## config.mk

```make
export PLATFORM = sky130hd
export DESIGN_NAME = led_white_overlay_envelope
export DESIGN_NICKNAME = d
export VERILOG_FILES = /design/src/rtl/core/lwo_pkg.sv /design/src/rtl/core/lwo_ctrl.sv /design/src/rtl/core/lwo_datapath.sv /design/src/rtl/core/led_white_overlay_envelope.sv
export SDC_FILE = /design/constraint.sdc
export NUM_CORES = 1
export LEC_CHECK = 0
export ABC_AREA = 0
export BUFFER_PORTS_ARGS = -buffer_cell sky130_fd_sc_hd__buf_4
export CAP_MARGIN = 10
export CORE_MARGIN = 2
export CORE_UTILIZATION = 37
export DETAILED_ROUTE_END_ITERATION = 10
export PLACE_DENSITY = 0.63
export SLEW_MARGIN = 0
export SYNTH_ARGS = -nofsm -noshare
export SYNTH_HDL_FRONTEND = slang
export SYNTH_SLANG_ARGS = --single-unit
```

## constraint.sdc

```tcl
create_clock -name clk_i -period 7.1 [get_ports clk_i]
set_clock_uncertainty 0.05 [all_clocks]
set_input_delay 1.42 -clock clk_i [delete_from_list [all_inputs] [get_ports clk_i]]
set_output_delay 1.42 -clock clk_i [all_outputs]
set_load 0.05 [all_outputs]
```

## src/rtl/core/lwo_pkg.sv

```systemverilog
// ----------------------------------------------------------------------------
// lwo_pkg: shared types and constants for the white overlay envelope
// Beat payload structs, register indices, controller commands and sizes.
// ----------------------------------------------------------------------------
package lwo_pkg;

  localparam int unsigned LevelW   = 8;
  localparam int unsigned MsW      = 16;
  localparam int unsigned ChanW    = 8;
  localparam int unsigned CfgIdxW  = 2;
  localparam int unsigned CfgDataW = 16;
  localparam int unsigned DvdW     = MsW + LevelW;
  localparam int unsigned DivSteps = DvdW;
  localparam int unsigned CntW     = $clog2(DivSteps);

  localparam logic [LevelW-1:0]  LevelMax     = 8'd255;
  localparam logic [MsW-1:0]     AttackReset  = 16'd200;
  localparam logic [MsW-1:0]     ReleaseReset = 16'd400;

  localparam logic [CfgIdxW-1:0] RegAttack  = 2'd0;
  localparam logic [CfgIdxW-1:0] RegRelease = 2'd1;

  localparam logic CmdTick  = 1'b0;
  localparam logic CmdPixel = 1'b1;

  typedef struct packed {
    logic              cmd;
    logic              target_on;
    logic [MsW-1:0]    elapsed_ms;
    logic [ChanW-1:0]  red_in;
    logic [ChanW-1:0]  green_in;
    logic [ChanW-1:0]  blue_in;
  } in_item_t;

  typedef struct packed {
    logic [ChanW-1:0]  red_out;
    logic [ChanW-1:0]  green_out;
    logic [ChanW-1:0]  blue_out;
    logic [LevelW-1:0] overlay_level;
  } out_item_t;

  typedef struct packed {
    logic load_pixel;
    logic load_tick;
    logic div_step;
    logic finish_tick;
  } dp_cmd_t;

endpackage

```

## src/rtl/core/lwo_ctrl.sv

```systemverilog
// ----------------------------------------------------------------------------
// lwo_ctrl: sequencer for the white overlay envelope
// Handles both handshakes, the output beat register and the divide count.
// ----------------------------------------------------------------------------
module lwo_ctrl (
  input  logic             clk_i,
  input  logic             rst_ni,
  input  logic             in_valid_i,
  input  logic             in_cmd_i,
  output logic             in_ready_o,
  output logic             out_valid_o,
  input  logic             out_ready_i,
  output lwo_pkg::dp_cmd_t dp_cmd_o
);
  import lwo_pkg::*;

  typedef enum logic [2:0] {
    StIdle = 3'b001,
    StDiv  = 3'b010,
    StDone = 3'b100
  } state_e;

  state_e          state_q, state_d;
  logic [CntW-1:0] cnt_q, cnt_d;
  logic            out_valid_q, out_valid_d;
  logic            out_free;
  logic            accept;

  assign out_free    = !out_valid_q || out_ready_i;
  assign in_ready_o  = (state_q == StIdle) && out_free;
  assign accept      = in_valid_i && in_ready_o;
  assign out_valid_o = out_valid_q;

  always_comb begin
    state_d     = state_q;
    cnt_d       = cnt_q;
    out_valid_d = out_valid_q && !out_ready_i;
    dp_cmd_o    = '0;
    case (state_q)
      StIdle: begin
        if (accept) begin
          if (in_cmd_i == CmdPixel) begin
            dp_cmd_o.load_pixel = 1'b1;
            out_valid_d         = 1'b1;
          end else begin
            dp_cmd_o.load_tick = 1'b1;
            cnt_d              = '0;
            state_d            = StDiv;
          end
        end
      end
      StDiv: begin
        dp_cmd_o.div_step = 1'b1;
        cnt_d             = cnt_q + 1'b1;
        if (cnt_q == CntW'(DivSteps - 1)) begin
          state_d = StDone;
        end
      end
      StDone: begin
        if (out_free) begin
          dp_cmd_o.finish_tick = 1'b1;
          out_valid_d          = 1'b1;
          state_d              = StIdle;
        end
      end
      default: begin
        state_d = StIdle;
      end
    endcase
  end

  always_ff @(posedge clk_i or negedge rst_ni) begin
    if (!rst_ni) begin
      state_q     <= StIdle;
      cnt_q       <= '0;
      out_valid_q <= 1'b0;
    end else begin
      state_q     <= state_d;
      cnt_q       <= cnt_d;
      out_valid_q <= out_valid_d;
    end
  end

endmodule

```

## src/rtl/core/lwo_datapath.sv

```systemverilog
// ----------------------------------------------------------------------------
// lwo_datapath: envelope level, fade registers, divider and pixel adders
// Restoring divider gives one quotient bit per cycle for the fade step.
// ----------------------------------------------------------------------------
module lwo_datapath (
  input  logic                         clk_i,
  input  logic                         rst_ni,
  input  logic                         cfg_we_i,
  input  logic [lwo_pkg::CfgIdxW-1:0]  cfg_idx_i,
  input  logic [lwo_pkg::CfgDataW-1:0] cfg_wdata_i,
  input  lwo_pkg::in_item_t            in_data_i,
  input  lwo_pkg::dp_cmd_t             dp_cmd_i,
  output lwo_pkg::out_item_t           out_data_o
);
  import lwo_pkg::*;

  logic [MsW-1:0]    attack_q, release_q;
  logic [LevelW-1:0] level_q, level_d;
  logic [MsW-1:0]    div_q;
  logic [MsW-1:0]    rem_q, rem_d;
  logic [DvdW-1:0]   dvd_q, dvd_d;
  logic              target_q;
  out_item_t         out_q, out_d;

  logic [MsW-1:0]    period;
  logic [DvdW-1:0]   scaled;
  logic [MsW:0]      trial;
  logic [MsW:0]      diff;
  logic [LevelW-1:0] step;
  logic [LevelW:0]   up_sum;

  // zero period divides as one
  assign period = in_data_i.target_on ? attack_q : release_q;
  assign scaled = {in_data_i.elapsed_ms, {LevelW{1'b0}}} - DvdW'(in_data_i.elapsed_ms);

  assign trial = {rem_q, dvd_q[DvdW-1]};
  assign diff  = trial - {1'b0, div_q};

  always_comb begin
    rem_d = rem_q;
    dvd_d = dvd_q;
    if (dp_cmd_i.load_tick) begin
      rem_d = '0;
      dvd_d = scaled;
    end else if (dp_cmd_i.div_step) begin
      if (!diff[MsW]) begin
        rem_d = diff[MsW-1:0];
        dvd_d = {dvd_q[DvdW-2:0], 1'b1};
      end else begin
        rem_d = trial[MsW-1:0];
        dvd_d = {dvd_q[DvdW-2:0], 1'b0};
      end
    end
  end

  // clamp the quotient to a full level swing
  assign step   = (dvd_q[DvdW-1:LevelW] != '0) ? LevelMax : dvd_q[LevelW-1:0];
  assign up_sum = {1'b0, level_q} + {1'b0, step};

  always_comb begin
    level_d = level_q;
    if (dp_cmd_i.finish_tick) begin
      if (target_q) begin
        level_d = up_sum[LevelW] ? LevelMax : up_sum[LevelW-1:0];
      end else begin
        level_d = (step >= level_q) ? '0 : level_q - step;
      end
    end
  end

  function automatic logic [ChanW-1:0] sat_add(input logic [ChanW-1:0] a,
                                               input logic [LevelW-1:0] b);
    logic [ChanW:0] s;
    s = {1'b0, a} + (ChanW + 1)'(b);
    return s[ChanW] ? {ChanW{1'b1}} : s[ChanW-1:0];
  endfunction

  always_comb begin
    out_d = out_q;
    if (dp_cmd_i.load_pixel) begin
      out_d.red_out       = sat_add(in_data_i.red_in, level_q);
      out_d.green_out     = sat_add(in_data_i.green_in, level_q);
      out_d.blue_out      = sat_add(in_data_i.blue_in, level_q);
      out_d.overlay_level = level_q;
    end else if (dp_cmd_i.finish_tick) begin
      out_d.red_out       = '0;
      out_d.green_out     = '0;
      out_d.blue_out      = '0;
      out_d.overlay_level = level_d;
    end
  end

  always_ff @(posedge clk_i or negedge rst_ni) begin
    if (!rst_ni) begin
      attack_q  <= AttackReset;
      release_q <= ReleaseReset;
      level_q   <= '0;
    end else begin
      level_q <= level_d;
      if (cfg_we_i && cfg_idx_i == RegAttack) begin
        attack_q <= cfg_wdata_i[MsW-1:0];
      end
      if (cfg_we_i && cfg_idx_i == RegRelease) begin
        release_q <= cfg_wdata_i[MsW-1:0];
      end
    end
  end

  always_ff @(posedge clk_i) begin
    rem_q <= rem_d;
    dvd_q <= dvd_d;
    out_q <= out_d;
    if (dp_cmd_i.load_tick) begin
      div_q    <= (period == '0) ? MsW'(1) : period;
      target_q <= in_data_i.target_on;
    end
  end

  assign out_data_o = out_q;

endmodule

```

## src/rtl/core/led_white_overlay_envelope.sv

```systemverilog
// ----------------------------------------------------------------------------
// led_white_overlay_envelope: white overlay with attack/release envelope
// Adds a fading white level to a pixel stream, driven by tick beats.
// ----------------------------------------------------------------------------
// usage
//   in channel: valid/ready beats; cmd selects tick (envelope update) or pixel
//   out channel: valid/ready beats, one result per input beat, in order
//   pixel beat: result registered at acceptance, valid the cycle after; pixels stream
//     at one per cycle while the receiver keeps up
//   tick beat: 255*elapsed is divided by the fade time in a restoring divider,
//     one quotient bit per cycle, then the step is applied once the out
//     register is free; no new beat is taken until the tick finishes
//   configuration: write enable, index and data; index 0 attack time,
//     index 1 release time, other indices ignored; write only when idle
//   reset: level cleared to zero, attack 200 ms, release 400 ms, out idle
//   stall: a held result keeps its beat; a new pixel is taken in the cycle
//     the held one leaves, a finished tick waits for the out register
// ----------------------------------------------------------------------------
module led_white_overlay_envelope (
  input  logic                         clk_i,
  input  logic                         rst_ni,
  input  logic                         cfg_we_i,
  input  logic [lwo_pkg::CfgIdxW-1:0]  cfg_idx_i,
  input  logic [lwo_pkg::CfgDataW-1:0] cfg_wdata_i,
  input  logic                         in_valid_i,
  output logic                         in_ready_o,
  input  lwo_pkg::in_item_t            in_data_i,
  output logic                         out_valid_o,
  input  logic                         out_ready_i,
  output lwo_pkg::out_item_t           out_data_o
);
  import lwo_pkg::*;

  dp_cmd_t dp_cmd;

  lwo_ctrl u_ctrl (
    .clk_i       (clk_i),
    .rst_ni      (rst_ni),
    .in_valid_i  (in_valid_i),
    .in_cmd_i    (in_data_i.cmd),
    .in_ready_o  (in_ready_o),
    .out_valid_o (out_valid_o),
    .out_ready_i (out_ready_i),
    .dp_cmd_o    (dp_cmd)
  );

  lwo_datapath u_datapath (
    .clk_i       (clk_i),
    .rst_ni      (rst_ni),
    .cfg_we_i    (cfg_we_i),
    .cfg_idx_i   (cfg_idx_i),
    .cfg_wdata_i (cfg_wdata_i),
    .in_data_i   (in_data_i),
    .dp_cmd_i    (dp_cmd),
    .out_data_o  (out_data_o)
  );

endmodule
```

# [Word level (Yosys, flattened, before mapping)]
# Cells that the tools add are included.
[word_totals] reg_bits=138 latchBits=0 ram_bits=0 rom_bits=0 inputBits=65 out_inout_bits=34 word_cells=82 n_memories=0
[op_classes] n_addsub=8 mul=0 div_mod_pow=0 magnitude_cmp=1 n_eq_ne=9 shift=0 mux=34 bitwise_logic=0 n_reduce_logical=16
[ops] cell="$mux W32" count=2
[ops] cell="$mux W8" count=8
[ops] cell="$mux W24" count=2
[ops] cell="$add A8 B8 Y9" count=4
[ops] cell="$mux W16" count=2
[ops] cell="$sub A24 B16 Y24" count=1
[ops] cell="$sub A17 B16 Y17" count=1
[ops] cell="$logic_not A16 Y1" count=1
[ops] cell="$reduce_bool A16 Y1" count=1
[ops] cell="$mux W3" count=4
[ops] cell="$mux W5" count=2
[ops] cell="$pmux W5 S2" count=1
[ops] cell="$mux W1" count=9
[ops] cell="$pmux W3 S3" count=1
[ops] cell="$ge A8 B8 Y1" count=1
[ops] cell="$sub A8 B8 Y8" count=1
[ops] cell="$ne A2 B1 Y1 const B" count=3
[ops] cell="$reduce_bool A2 Y1" count=3
[ops] cell="$add A5 B1 Y5 const B" count=1
[ops] cell="$eq A5 B5 Y1 const B" count=1
[ops] cell="$logic_and A1 B1 Y1" count=5
[ops] cell="$mux W2" count=2
[ops] cell="$reduce_and A4 Y1" count=1
[ops] cell="$eq A3 B1 Y1 const B" count=1
[ops] cell="9 further kinds" count=10

# [Depth between registers and ports, before layout]
[depth] word_depth=8 ltp_mapped=13

# [By module]
# Synthesis repeated with hierarchy kept, for this count alone.
[unflattened] hier_cells=884 area_unflattened_um2=9118.7
[by_module_without_submodules] mod="lwo_datapath" n_inst=1 cells_per_inst=829 area_per_inst_um2=8577.0 seq_area_each_um2=3520.9
[by_module_without_submodules] mod="lwo_ctrl" n_inst=1 cells_per_inst=55 area_per_inst_um2=541.8 seq_area_each_um2=226.5

# [Least setup slack after synthesis]
# No wires, ideal clock.
[synth_path] path_kind="input port to flip-flop" startpoint="in out_ready_i" endpoint="reg u_datapath.out_q, in the netlist u_datapath.out_data_o[0] (enable)" setup_time_ns=0.389 t_arrival_ns=4.774 t_required_ns=6.661 setup_slack_ns=1.886 cell_stages=5 path_buffers=1 cell_sequence="nor2b_1 -> nor4b_1 -> nand3_1 -> clkbuf_1 -> nand2_1"
[synth_via] elab_chain_len=6 word_cells_on_any_way=8
[synth_rtl] item="from (decl)" line="led_white_overlay_envelope.sv:29" rtl="input logic out_ready_i,"
[synth_rtl] item="$logic_or A1 B1 Y1" line="lwo_ctrl.sv:29" rtl="assign out_free = !out_valid_q || out_ready_i;"
[synth_rtl] item="$logic_and A1 B1 Y1" line="lwo_ctrl.sv:30" rtl="assign in_ready_o = (state_q == StIdle) && out_free;"
[synth_rtl] item="named net in_ready_o" line="led_white_overlay_envelope.sv:26" rtl="output logic in_ready_o,"
[synth_rtl] item="$logic_and A1 B1 Y1" line="lwo_ctrl.sv:31" rtl="assign accept = in_valid_i && in_ready_o;"
[synth_rtl] item="$mux W2" line="lwo_ctrl.sv:41" rtl="if (accept) begin"
[synth_rtl] item="$mux W2" line="lwo_ctrl.sv:39" rtl="case (state_q)"
[synth_rtl] item="$reduce_bool A2 Y1 (no source line)"
[synth_rtl] item="to (signal assigned)" line="lwo_datapath.sv:112" rtl="out_q <= out_d;"
[synth_rtl] item="to (decl)" line="lwo_datapath.sv:23" rtl="out_item_t out_q, out_d;"
# The timed path passes the listed nets, and every way through them passes these cells.
# A chain may end at the register's enable or synchronous reset.

# [Final worst setup path]
[layout_path] startpoint="in out_ready_i" endpoint="out in_ready_o"
[layout_via] elab_chain_len=2
[layout_rtl] item="$logic_or A1 B1 Y1" line="lwo_ctrl.sv:29"
[layout_rtl] item="$logic_and A1 B1 Y1" line="lwo_ctrl.sv:30"
[layout_rtl] item="to (decl)" line="led_white_overlay_envelope.sv:26"
# No other way between the ends.

==> impl_metrics.csv <==
group,metric,value,unit
status,status,"completed",
pwr,ir_drop,0.0001524,V
floorplan,die-area,0.02465,sq mm
routing,drtIter0Drc,341,
clock_network,cts_buffers,17,
placement,numPlacedInstances,1236,
finish,antenna_cells,0,
finish,postLayoutCoreUtil,45.35,%
flow_run,cap_violations,0,
critical_path,crit_arrival,2610,ps
routing,avgViaCountPerCell,5.045,
finish,layout_common_cells,"102 x buf_4, 73 x edfxtp_1, 72 x nand2_1, 69 x a21oi_1, 67 x ha_1",
synth,synth-xor-area-share,5.056,%
timing,finalMaxSlewViolations,0,
pwr,sw_frac_of_total,29.89,%
routing,drc,0,
hold_path,hp-class,"flip-flop to flip-flop",
clock_network,clk_latency,430,ps
pwr,clkPwrFrac,40.0,%
critical_path,crit_fanout,5,
finish,syn_to_final_growth,19.27,%
synth,synthMuxAreaShare,8.307,%
synth,ys_async_sr_fraction,35.51,%
floorplan,dieHeight,157.0,microns
synth,syn-cell-area,0.008661,sq mm
synth,synth_cell_type_count,68,
synth,ys_seq_area_share,43.27,%
placement,gp_congestion,0.8359,
clock_network,cts_root_buf,"clkbuf_16",
critical_path,worstPathRequired,5630,ps
synth,synthCells,845,
synth,yosys.area_share.simple,11.89,%
finish,design_area,0.01033,sq mm
pwr,power_frac_comb,16.4,%
floorplan,core,0.02278,sq mm
timing,slew_headroom,28.51,%
global_route,gr-total-overflow,0,
synth,syn_area_per_cell,10.25,sq um
synth,synth_flop_cell,"edfxtp_1",
clock_network,cts_htree_levels,4,
floorplan,num_io_pins,99,
critical_path,cp-end-kind,"output port",
synth,synth_edf_count,73,
finish,final_common_cell,"buf_4",
synth,synth_top_family_by_area,"compound AO/OA/AOI/OAI gates",
pwr,power_frac_seq,43.6,%
pwr,switching_power,0.6687,mW
pwr,internal_power,1.569,mW
timing,rsz0062_at_grt,"no",
critical_path,crit_type,"input port to output port",
pwr,p_total,2.237,mW
global_route,antenna_found_initial,0,
global_route,grt_pass1_wl,30910,microns
timing,period_minus_slack,4078,ps
finish,layout.cells.non_filler,1268,
timing,max_freq,0.2452,GHz
global_route,grt_max_degree,50,
clock_network,ctsHoldBuffers,0,
routing,wl_per_cell,14.94,microns
synth,synth_compound_area_share,16.18,%
placement,post_dp_cell_area,0.009716,sq mm
clock_network,ctsResizeCount,0,
floorplan,rows,55,
global_route,grt_pass1_vias,6274,
finish,nNetsFinal,1080,
routing,wirelength,18940,microns
floorplan,start_util,38.02,%
timing,period_share,57.43,%
timing,finalHoldViolCount,0,
clock_network,cts_tree,"done",
global_route,grt_usage,15.86,%
routing,dr.pass1.iters,5,
timing,worst_pin_slew,1069,ps
placement,port_buffers,98,
synth,yosys_warnings,0,
pwr,p_leak,4.631,nW
routing,ant_nets,0,
pwr,p_per_area,216.6,mW/mm^2
routing,num_vias,6397,
critical_path,critPathLaunchType,"input port",
placement,dp_hpwl,14350,microns
clock_network,clk_pin_slew,70,ps
timing,fin_tns_setup,0,ps
clock_network,cts_setup_buffers,0,
clock_network,clock-sinks,138,
clock_network,ctsLongestPathBuffers,2,
synth,synth-seq-cells,138,
timing,finalSetupViolCount,0,
finish,drive_gt1_share,16.65,%
floorplan,die_w,157.0,microns
synth,synthAdderAreaFrac,11.07,%
synth,synth_fp_nets,983,
## per-stage QoR
stage	hold WS [ps]	setup WS (ps)
global placement	409.0	2634
finish	418.2	3022
floorplan	395.4	1886
global route	446.0	2879
CTS	424.4	2990
detailed placement	414.5	2570
## power by group through the flow
stage / registers (mW) / logic, mW / clock network, mW
final: 0.975 / 0.367 / 0.896
after global routing: 0.984 / 0.407 / 0.952
after CTS: 0.976 / 0.372 / 0.921
after detailed placement: 0.992 / 0.370 / 0
after global placement: 0.989 / 0.364 / 0
after floorplan: 1.02 / 0.215 / 0
## Yosys cell counts, drive strengths merged, types with 4 or more instances
library cell	n	area share (%)
a211oi	4	0.35
a21o	17	1.5
a21oi	69	4.0
a31oi	8	0.58
buf	5	0.42
clkbuf	19	0.82
dfrtp	42	12
dfstp	7	2.1
dfxtp	16	3.7
edfxtp	73	25
fa	6	1.4
ha	67	9.7
inv	65	2.8
mux2	47	6.1
mux2i	19	2.2
nand2	72	3.1
nand2b	13	0.94
nand3	12	0.69
nand3b	7	0.61
nand4	7	0.58
nor2	29	1.3
nor2b	8	0.66
nor3	11	0.64
nor4	12	0.94
o211ai	6	0.52
o21a	4	0.35
o21ai	61	3.5
o21bai	6	0.52
o311ai	6	0.61
o31ai	9	0.78
or2	13	0.94
or3	6	0.43
xnor2	25	2.5
xor2	25	2.5
## per-layer routing
metal | GRT usage [%] | share of wire, %
met1 | 20.95 | 48
met2 | 25.88 | 45
met3 | 3.524 | 5.5
met4 | 5.111 | 1.6
met5 | 0 | 0
## worst max-delay path, cell delays in order
cell	delay, ps
buf_4	80
nor2b_1	90
nor4b_1	680
buf_4	330
## registers in the layout, indices dropped and copies added, names as in the netlist, 3 cells and up
register,count
u_datapath.attack_q,16
u_datapath.level_q,8
u_datapath.dvd_q,24
u_ctrl.state_q,3
u_ctrl.cnt_q,5
u_datapath.div_q,16
u_datapath.rem_q,16
u_datapath.release_q,16
u_datapath.out_data_o,32
## path summary, 6_finish.rpt
kind                                                         from                                   end  slack (ps)  cells past startpoint
worst min-delay path            u_datapath.rem_q[10]$_SDFFE_PP0P_     u_datapath.rem_q[10]$_SDFFE_PP0P_         420                      2
max in group asynchronous                                  rst_ni    u_datapath.attack_q[2]$_DFFE_PN0P_        5600                      1
worst max register to register     u_datapath.dvd_q[21]$_DFFE_PP_    u_datapath.out_data_o[3]$_DFFE_PP_        3440                     10
min in group asynchronous                                  rst_ni  u_datapath.release_q[13]$_DFFE_PN0P_         970                      1
worst max-delay path                                  out_ready_i                            in_ready_o        3020                      4
worst min register to register  u_datapath.rem_q[10]$_SDFFE_PP0P_     u_datapath.rem_q[10]$_SDFFE_PP0P_         420                      2
## logic make-up after synthesis
group                    Yosys count
adder cells (fa/ha/maj)           73
XOR/XNOR                          50
buffers and inverters             92
AND/OR/NAND/NOR                  202
multiplexers                      66
AO/OA/AOI/OAI                    224
flip-flops                       138
## area by class of cell
type / instances / area (sq um)
multi-input cells: 615 / 4552
fillers: 2138 / 12450
clock inverters: 15 / 188.9
repair buffers: 102 / 765.7
well taps: 313 / 391.6
inverters: 68 / 259.0
clock buffers: 17 / 425.4
flip-flops and latches: 138 / 3747
Note: power is estimated with default switching activity, not from simulation.
